### config.mk
export PLATFORM = sky130hd
export DESIGN_NAME = skt_ctrl
export DESIGN_NICKNAME = d
export VERILOG_FILES = /design/src/skt_pkg.sv /design/src/skt_ctrl.sv
export SDC_FILE = /design/constraint.sdc
export NUM_CORES = 1
export LEC_CHECK = 0
export CAP_MARGIN = 15
export CORE_MARGIN = 10
export CORE_UTILIZATION = 25
export DETAILED_ROUTE_END_ITERATION = 7
export DONT_BUFFER_PORTS = 1
export MAX_ROUTING_LAYER = met4
export PLACE_DENSITY_LB_ADDON = 0.05
export SLEW_MARGIN = 20
export SYNTH_ARGS = -nofsm -noshare
export SYNTH_HDL_FRONTEND = slang
export SYNTH_SLANG_ARGS = --single-unit
### constraint.sdc
create_clock -name clk -period 4.02 [get_ports clk]
set_input_delay 0.603 -clock clk [delete_from_list [all_inputs] [get_ports clk]]
set_output_delay 0.603 -clock clk [all_outputs]
set_load 0.005 [all_outputs]
### src/skt_pkg.sv
package skt_pkg;

	// table geometry
	localparam int TABLE_ENTRIES = 64;
	localparam int CNT_W         = $clog2(TABLE_ENTRIES + 1);
	localparam int ADDR_W        = $clog2(TABLE_ENTRIES);

	// field widths
	localparam int KEY_W  = 32;
	localparam int NAME_W = 64;
	localparam int QTY_W  = 32;

	// action codes
	localparam logic [1:0] ACT_INSERT = 2'd0;
	localparam logic [1:0] ACT_SEARCH = 2'd1;
	localparam logic [1:0] ACT_UPDATE = 2'd2;
	localparam logic [1:0] ACT_DUMP   = 2'd3;

	// result status codes
	localparam logic [2:0] STS_OK        = 3'd0;
	localparam logic [2:0] STS_NOT_FOUND = 3'd1;
	localparam logic [2:0] STS_EXISTS    = 3'd2;
	localparam logic [2:0] STS_FULL      = 3'd3;
	localparam logic [2:0] STS_EMPTY     = 3'd4;

	// one stored entry
	typedef struct packed {
		logic [KEY_W-1:0]  key;
		logic [NAME_W-1:0] name;
		logic [QTY_W-1:0]  qty;
	} entry_t;

	localparam int ENTRY_W = $bits(entry_t);

	// controller states
	typedef enum logic [2:0] {
		S_IDLE,
		S_DECODE,
		S_SCAN_RD,
		S_SCAN_CMP,
		S_SHIFT_RD,
		S_SHIFT_WR,
		S_RESP,
		S_DUMP
	} fsm_state_t;

	// where the RAM write data comes from
	typedef enum logic [1:0] {
		WR_SHIFT,
		WR_NEW,
		WR_UPD
	} wr_sel_t;

	// where a single result takes its entry fields from
	typedef enum logic [1:0] {
		RES_ZERO,
		RES_INPUT,
		RES_RAM,
		RES_UPD
	} res_sel_t;

	// controller to datapath commands
	typedef struct packed {
		logic       load_in;
		logic       idx_clr;
		logic       idx_inc;
		logic       idx_dec;
		logic       idx_to_cnt;
		logic       pos_set;
		logic       rd_en;
		logic       rd_prev;
		logic       wr_en;
		wr_sel_t    wr_sel;
		logic       cnt_inc;
		logic       res_set;
		logic [2:0] res_status;
		res_sel_t   res_sel;
		logic       out_load;
		logic       out_dump;
	} ctl_cmd_t;

	// datapath to controller status
	typedef struct packed {
		logic [1:0] action;
		logic       cnt_zero;
		logic       cnt_full;
		logic       idx_eq_cnt;
		logic       idx_eq_pos;
		logic       idx_last;
		logic       key_lt;
		logic       key_eq;
		logic       out_free;
	} dp_stat_t;

endpackage

### src/skt_ctrl.sv
module skt_ctrl (
	input  logic              clk,
	input  logic              arst_n,
	input  logic              in_valid,
	output logic              in_stall,
	input  skt_pkg::dp_stat_t stat,
	output skt_pkg::ctl_cmd_t cmd
);

	skt_pkg::fsm_state_t state_q, state_d;

	// state register
	always_ff @(posedge clk or negedge arst_n) begin
		if (!arst_n) begin
			state_q <= skt_pkg::S_IDLE;
		end else begin
			state_q <= state_d;
		end
	end

	assign in_stall = (state_q != skt_pkg::S_IDLE);

	// next state and commands
	always_comb begin
		state_d = state_q;
		cmd     = '0;
		unique case (state_q)
			skt_pkg::S_IDLE: begin
				if (in_valid) begin
					cmd.load_in = 1'b1;
					cmd.idx_clr = 1'b1;
					state_d     = skt_pkg::S_DECODE;
				end
			end

			skt_pkg::S_DECODE: begin
				if (stat.action == skt_pkg::ACT_DUMP) begin
					if (stat.cnt_zero) begin
						cmd.res_set    = 1'b1;
						cmd.res_status = skt_pkg::STS_EMPTY;
						cmd.res_sel    = skt_pkg::RES_ZERO;
						state_d        = skt_pkg::S_RESP;
					end else begin
						cmd.rd_en = 1'b1;
						state_d   = skt_pkg::S_DUMP;
					end
				end else if (stat.action == skt_pkg::ACT_INSERT && stat.cnt_full) begin
					// full is reported before any duplicate test
					cmd.res_set    = 1'b1;
					cmd.res_status = skt_pkg::STS_FULL;
					cmd.res_sel    = skt_pkg::RES_ZERO;
					state_d        = skt_pkg::S_RESP;
				end else begin
					state_d = skt_pkg::S_SCAN_RD;
				end
			end

			// walk up from slot 0 to the first key not below the input key
			skt_pkg::S_SCAN_RD: begin
				if (stat.idx_eq_cnt) begin
					if (stat.action == skt_pkg::ACT_INSERT) begin
						// append at the end: the shift walk starts and ends here
						cmd.pos_set = 1'b1;
						state_d     = skt_pkg::S_SHIFT_RD;
					end else begin
						cmd.res_set    = 1'b1;
						cmd.res_status = skt_pkg::STS_NOT_FOUND;
						cmd.res_sel    = skt_pkg::RES_ZERO;
						state_d        = skt_pkg::S_RESP;
					end
				end else begin
					cmd.rd_en = 1'b1;
					state_d   = skt_pkg::S_SCAN_CMP;
				end
			end

			skt_pkg::S_SCAN_CMP: begin
				if (stat.key_lt) begin
					cmd.idx_inc = 1'b1;
					state_d     = skt_pkg::S_SCAN_RD;
				end else begin
					state_d     = skt_pkg::S_RESP;
					cmd.res_set = 1'b1;
					unique case (stat.action)
						skt_pkg::ACT_INSERT: begin
							if (stat.key_eq) begin
								cmd.res_status = skt_pkg::STS_EXISTS;
								cmd.res_sel    = skt_pkg::RES_ZERO;
							end else begin
								cmd.res_set    = 1'b0;
								cmd.pos_set    = 1'b1;
								cmd.idx_to_cnt = 1'b1;
								state_d        = skt_pkg::S_SHIFT_RD;
							end
						end
						skt_pkg::ACT_UPDATE: begin
							if (stat.key_eq) begin
								cmd.wr_en      = 1'b1;
								cmd.wr_sel     = skt_pkg::WR_UPD;
								cmd.res_status = skt_pkg::STS_OK;
								cmd.res_sel    = skt_pkg::RES_UPD;
							end else begin
								cmd.res_status = skt_pkg::STS_NOT_FOUND;
								cmd.res_sel    = skt_pkg::RES_ZERO;
							end
						end
						default: begin
							// search; dump never reaches the scan
							if (stat.key_eq) begin
								cmd.res_status = skt_pkg::STS_OK;
								cmd.res_sel    = skt_pkg::RES_RAM;
							end else begin
								cmd.res_status = skt_pkg::STS_NOT_FOUND;
								cmd.res_sel    = skt_pkg::RES_ZERO;
							end
						end
					endcase
				end
			end

			// move entries up one slot from the top down to the insert point
			skt_pkg::S_SHIFT_RD: begin
				if (stat.idx_eq_pos) begin
					cmd.wr_en      = 1'b1;
					cmd.wr_sel     = skt_pkg::WR_NEW;
					cmd.cnt_inc    = 1'b1;
					cmd.res_set    = 1'b1;
					cmd.res_status = skt_pkg::STS_OK;
					cmd.res_sel    = skt_pkg::RES_INPUT;
					state_d        = skt_pkg::S_RESP;
				end else begin
					cmd.rd_en   = 1'b1;
					cmd.rd_prev = 1'b1;
					state_d     = skt_pkg::S_SHIFT_WR;
				end
			end

			skt_pkg::S_SHIFT_WR: begin
				cmd.wr_en   = 1'b1;
				cmd.wr_sel  = skt_pkg::WR_SHIFT;
				cmd.idx_dec = 1'b1;
				state_d     = skt_pkg::S_SHIFT_RD;
			end

			skt_pkg::S_RESP: begin
				if (stat.out_free) begin
					cmd.out_load = 1'b1;
					state_d      = skt_pkg::S_IDLE;
				end
			end

			// RAM data for slot idx is ready; hand it out, then decode reads the next
			skt_pkg::S_DUMP: begin
				if (stat.out_free) begin
					cmd.out_load = 1'b1;
					cmd.out_dump = 1'b1;
					if (stat.idx_last) begin
						state_d = skt_pkg::S_IDLE;
					end else begin
						cmd.idx_inc = 1'b1;
						state_d     = skt_pkg::S_DECODE;
					end
				end
			end

			default: begin
				state_d = skt_pkg::S_IDLE;
			end
		endcase
	end

endmodule

==> flow_metrics.py, run 1 <==
metrics = {
    "run_status": {
        "outcome": "finished clean",
    },
    "cells_and_area": {
        "top_register": "state_q",
        "nNetsFinal": 81,
        "largest_reg_flops": 3,
        "fin_area_um2": 510,
        "reg_top3": "state_q (3)",
        "area_growth_pct": 4.35,
        "drive_gt1_frac": 0.179,
        "antenna_cells": 0,
        "fill_cells": 217,
    },
    "detailed_routing": {
        "drc": 0,
        "drt-total-wl_um": 1640,
        "routedWlPerCell_um": 17.8,
        "drtIter0Drc": 12,
        "drtPass1Iterations": 2,
        "ant_nets": 0,
        "vias_per_cell": 4.95,
        "dr_total_vias": 455,
    },
    "sta": {
        "hold_viol_final": 0,
        "max_slew_margin": 0.684,
        "setup_tns_ns": 0,
        "rsz0062_at_grt": "false",
        "clock_skew_ns": 0.00334,
        "fmax_mhz": 423,
        "setup-violations-final": 0,
        "worst_pin_slew_ns": 0.474,
        "maxSlewViolCount": 0,
        "period_needed_ns": 2.36,
        "min_period_over_period": 0.588,
    },
    "critical_path": {
        "cp_max_fo": 12,
        "rr_startpoint": "state_q[1]",
        "critical_path_class": "reg -> out",
        "r2r-end": "state_q[0]",
        "crit_path_end_kind": "output pin",
        "r2r_cells": 4,
        "arrival_ns": 1.76,
        "r2r_setup_slack_ns": 2.44,
        "required_ns": 3.42,
        "startpoint_type": "flip-flop",
    },
    "synth": {
        "synth_seq_cells": 3,
        "ys.flop_type": "dfrtp_1",
        "avgSynthCellArea_um2": 7.19,
        "synthCells": 68,
        "yosys.area.top_type": "dfrtp_1",
        "ys_seq_area_frac": 0.153,
        "ys_types": 32,
        "synth_nets": 81,
        "synth-async-reset-ratio": 1.00,
        "ys_top_cells_by_area": "dfrtp_1 15%, nand3_2 6.1%, a21oi_1 5.1%, nand2b_1 5.1%, inv_1 4.6%",
        "ys_warn_count": 0,
        "synthesis.area_um2": 489,
        "synth_top_area_share": 0.153,
        "synth_edf_count": 0,
    },
    "pwr": {
        "leakage_uw": 0.000228,
        "ir_worst_vdd_mv": 0.173,
        "power_density_nw_per_um2": 655,
        "power_uw": 334,
    },
    "clock_network": {
        "cts_buffer_depth": 2,
        "clockRootBuffer": "clkbuf_4",
        "cts_hold_buffers": 0,
        "post_cts_buffers": 0,
        "cts_buffers": 3,
        "h-tree-depth": 1,
        "cts_tree": "yes",
        "clk_latency_ns": 0.24,
        "cts.sinks": 3,
        "cts.reportedPaths.clkPinSlew_ns": 0.04,
        "post_cts_resize_count": 0,
    },
    "global_routing": {
        "grt_pass1_wl_um": 2550,
        "grt.total_usage": 0.0801,
        "first_global_vias": 467,
        "grt_max_degree": 17,
        "antenna_found_initial": 0,
        "grt_overflow": 0,
    },
    "worst_hold_path": {
        "hold_path_class": "in -> async",
    },
    "die": {
        "initial_core_util": 0.274,
        "io-pin-count": 34,
        "coreArea_um2": 1780,
        "rows": 15,
        "die_y_um": 64.2,
        "die_w_um": 64.2,
        "design.die.area_um2": 4130,
    },
    "placement": {
        "dp_hpwl_um": 1320,
        "io_buffers": 0,
        "place_congestion": 0.701,
        "place_area_um2": 484,
    },
    "run": {
        "cap_violations": 0,
    },
}
## routing by layer
metal	track usage	up-vias	routed length (um)
li1	-	232	-
met1	0.0941	207	697
met2	0.118	14	796
met3	0.0331	2	135
met4	0.0321	0	9
met5	-	-	0
## per-stage QoR
stage | util | instances | setup WS (ns) | hold slack, ns
2_1_floorplan | - | 68 | 2.06 | 0.307
5_1_grt | 0.286 | 92 | 1.53 | 0.0425
4_1_cts | 0.286 | 92 | 1.64 | 0.0496
3_3_place_gp | 0.272 | 88 | 1.90 | 0.308
6_report | 0.286 | 92 | 1.66 | 0.0566
3_5_place_dp | 0.272 | 88 | 1.92 | 0.308
## placed cells by master, fill, tap and decap left out, types with 2 or more instances in the layout
cell,Yosys,routed
and2_1,2,2
inv_1,6,6
a21oi_1,5,5
nand3b_1,2,2
nand2_1,6,6
nor2_1,5,5
clkbuf_4,0,3
nand2b_1,4,4
nor2b_1,3,3
o21ai_0,3,3
and3_1,2,2
nand3_2,3,3
dfrtp_1,3,3
nor3_1,3,3
## area by class of cell
cell class	instances	area (um2)	area share
multi-input cells	54	355	0.696
clock buffers	4	26.3	0.0515
inverters	6	22.5	0.0441
well taps	25	31.3	0.0613
flip-flops and latches	3	75.1	0.147
## where the power goes
group / total, uW / leakage [uW] / internal (uW) / switching [uW]
combinational: 172 / 0.000178 / 83.4 / 88.9
sequential: 106 / 0.0000354 / 45.3 / 60.5
clock: 55.9 / 0.0000150 / 37.4 / 18.6
## worst max-delay path by stage
stage | end | start | slack, ns
finish | cmd[2] | state_q[1] | 1.66
global route | cmd[2] | state_q[1] | 1.53
CTS | cmd[2] | state_q[1] | 1.64
detailed placement | cmd[2] | state_q[1] | 1.92
global placement | cmd[2] | state_q[1] | 1.90
floorplan | cmd[2] | stat[2] | 2.06
## cells by family (layout without fill, tap and decap cells)
family	Yosys count	count (layout)	synth area share
simple gates	39	39	0.509
compound gates	15	15	0.217
buf+inv	11	10	0.120
flops	3	3	0.153
## worst max-delay path, stage by stage, from the launching register on
cell,delay (ns)
dfrtp_1,0.60
nor2b_2,0.30
nand3_2,0.12
or3b_4,0.40
nand2_1,0.10
## cell usage after synthesis (2+ instances only)
| master | instances |
|---|---|
| inv_1 | 6 |
| nand2_1 | 6 |
| a21oi_1 | 5 |
| nor2_1 | 5 |
| nand2b_1 | 4 |
| dfrtp_1 | 3 |
| nand3_2 | 3 |
| nor2b_1 | 3 |
| nor3_1 | 3 |
| o21ai_0 | 3 |
| and2_1 | 2 |
| and3_1 | 2 |
| buf_2 | 2 |
| buf_4 | 2 |
| nand3b_1 | 2 |
No activity file was read; power rests on OpenSTA's default activity.
==> inputs of run 2 (changes only) <==
clock period = 2.2 ns   (was 4.02 ns; I/O delays follow)
==> run 2 against run 1 <==
  * Critical path depth did not move
  * Count of clock-buffer cells in the layout did not move
  * Worst hold slack gained 0.24 ns
  * Setup slack got worse by 1.4 ns
  * Total power increased by 90%
  * Core utilization increased by 1.4 points
  * Flip-flop and latch count unchanged
  * Sequential power rose by 55%
==> flow_metrics.py, run 2 (same netlist as run 1, synthesis figures left out) <==
metrics = {
    "cells_and_area": {
        "drive_gt1_frac": 0.200,
        "reg_top3": "state_q (3)",
        "top_register": "state_q",
        "final_cell_mix": "6 x inv_1, 6 x nand2_1, 5 x nor2_1, 5 x a21oi_1, 4 x nand2b_1",
        "area_growth_pct": 9.46,
        "fin_area_um2": 536,
        "nNetsFinal": 84,
        "antenna_cells": 0,
        "final_core_util": 0.300,
        "largest_reg_flops": 3,
    },
    "clock_network": {
        "clk_latency_ns": 0.23,
        "cts_buffer_depth": 2,
        "clockRootBuffer": "clkbuf_4",
        "post_cts_resize_count": 0,
        "cts.reportedPaths.clkPinSlew_ns": 0.04,
        "cts_buffers": 3,
        "h-tree-depth": 1,
        "cts_tree": "yes",
        "cts.sinks": 3,
    },
    "run_status": {
        "outcome": "finished clean",
    },
    "die": {
        "io-pin-count": 34,
        "initial_core_util": 0.274,
        "die_y_um": 64.2,
        "die_w_um": 64.2,
        "coreArea_um2": 1780,
        "rows": 15,
        "design.die.area_um2": 4130,
    },
    "sta": {
        "fmax_mhz": 506,
        "rsz0062_at_grt": "false",
        "worst_pin_slew_ns": 0.493,
        "setup_tns_ns": 0,
        "period_needed_ns": 1.98,
        "max_slew_margin": 0.672,
        "setup-violations-final": 0,
        "min_period_over_period": 0.899,
        "hold_viol_final": 0,
        "clock_skew_ns": 0.0000668,
        "maxSlewViolCount": 0,
    },
    "detailed_routing": {
        "drtIter0Drc": 10,
        "drc": 0,
        "routedWlPerCell_um": 17.3,
        "drtPass1Iterations": 2,
        "drt-total-wl_um": 1640,
        "ant_nets": 0,
        "vias_per_cell": 4.95,
        "dr_total_vias": 470,
    },
    "critical_path": {
        "startpoint_type": "flip-flop",
        "critical_path_class": "reg -> out",
        "cp_max_fo": 14,
        "required_ns": 1.87,
        "r2r_cells": 5,
        "crit_path_end_kind": "output pin",
        "arrival_ns": 1.65,
    },
    "placement": {
        "place_area_um2": 499,
        "dp_hpwl_um": 1380,
        "io_buffers": 0,
        "place_congestion": 0.700,
    },
    "pwr": {
        "power.switching_uw": 309,
        "leakage_uw": 0.000242,
        "power_density_nw_per_um2": 1190,
        "pwr-share-comb": 0.590,
        "seqPwrFrac": 0.258,
        "power.internal_uw": 327,
        "switching_share": 0.486,
        "ir_worst_vdd_mv": 0.401,
        "clockPowerShare": 0.152,
    },
    "global_routing": {
        "antenna_found_initial": 0,
        "grt_pass1_wl_um": 2460,
        "first_global_vias": 467,
        "grt_max_degree": 15,
        "grt.total_usage": 0.0780,
        "grt_overflow": 0,
    },
    "worst_hold_path": {
        "whs_path_depth": 2,
        "hold_path_class": "in -> reg",
    },
    "run": {
        "cap_violations": 0,
    },
}
==> run 2: changes by cell type in the layout (fill, tap and decap cells not counted), sizes merged <==
cell,before,now
dlygate4sd3,0,1
buf,0,2
==> run 2: timing repair <==
action,in CTS,in global routing
buffers inserted,0,0
hold buffers,1,0
endpoints found under the hold margin,3,0
==> run 2: cell type report <==
class | instances | area [um2]
Clock buffer | 4 | 26.3
Fill cell | 204 | 1250
Inverter | 6 | 22.5
Multi-Input combinational cell | 54 | 355
Sequential cell | 3 | 75.1
Tap cell | 25 | 31.3
Timing Repair Buffer | 3 | 25.0
==> run 2: critical path, stage by stage, from the launching register on <==
cell and delay (ns):
dfrtp_1 0.55, nor2b_2 0.25, nand3_2 0.12, or3b_4 0.40, nand2_1 0.10
==> run 2: stage by stage <==
step	setup WS [ns]	power [uW]	hold WS [ns]	cells
2_1_floorplan	0.709	478	0.0344	68
3_3_place_gp	0.480	552	0.0345	90
3_5_place_dp	0.469	544	0.0346	90
4_1_cts	0.209	646	0.288	95
5_1_grt	0.103	693	0.294	95
6_report	0.222	636	0.299	95
==> run 2: path summary, 6_finish.rpt <==
| path | startpoint | end | slack, ns |
|---|---|---|---|
| max | state_q[2] | cmd[2] | 0.22 |
| min | stat[9] | state_q[2] | 0.30 |
| max reg2reg | state_q[1] | state_q[0] | 0.65 |
| min reg2reg | state_q[1] | state_q[2] | 0.74 |
| max in group asynchronous | arst_n | state_q[0] | 1.70 |
| min in group asynchronous | arst_n | state_q[1] | 0.35 |
==> run 2: routing by layer <==
layer | vias up | track usage | share of wire
met5 | - | - | 0
met4 | 0 | 0.0241 | 0.0024
met3 | 2 | 0.0366 | 0.069
met2 | 15 | 0.117 | 0.48
met1 | 213 | 0.0902 | 0.45
li1 | 240 | - | -
==> run 2: power by group through the flow <==
| stage | Clock, uW | Sequential [uW] | Combinational, uW |
|---|---|---|---|
| after CTS | 101 | 162 | 383 |
| after detailed placement | 0 | 163 | 381 |
| after floorplan | 0 | 114 | 364 |
| after global routing | 108 | 168 | 417 |
| final | 96.3 | 164 | 375 |
| after global placement | 0 | 163 | 388 |
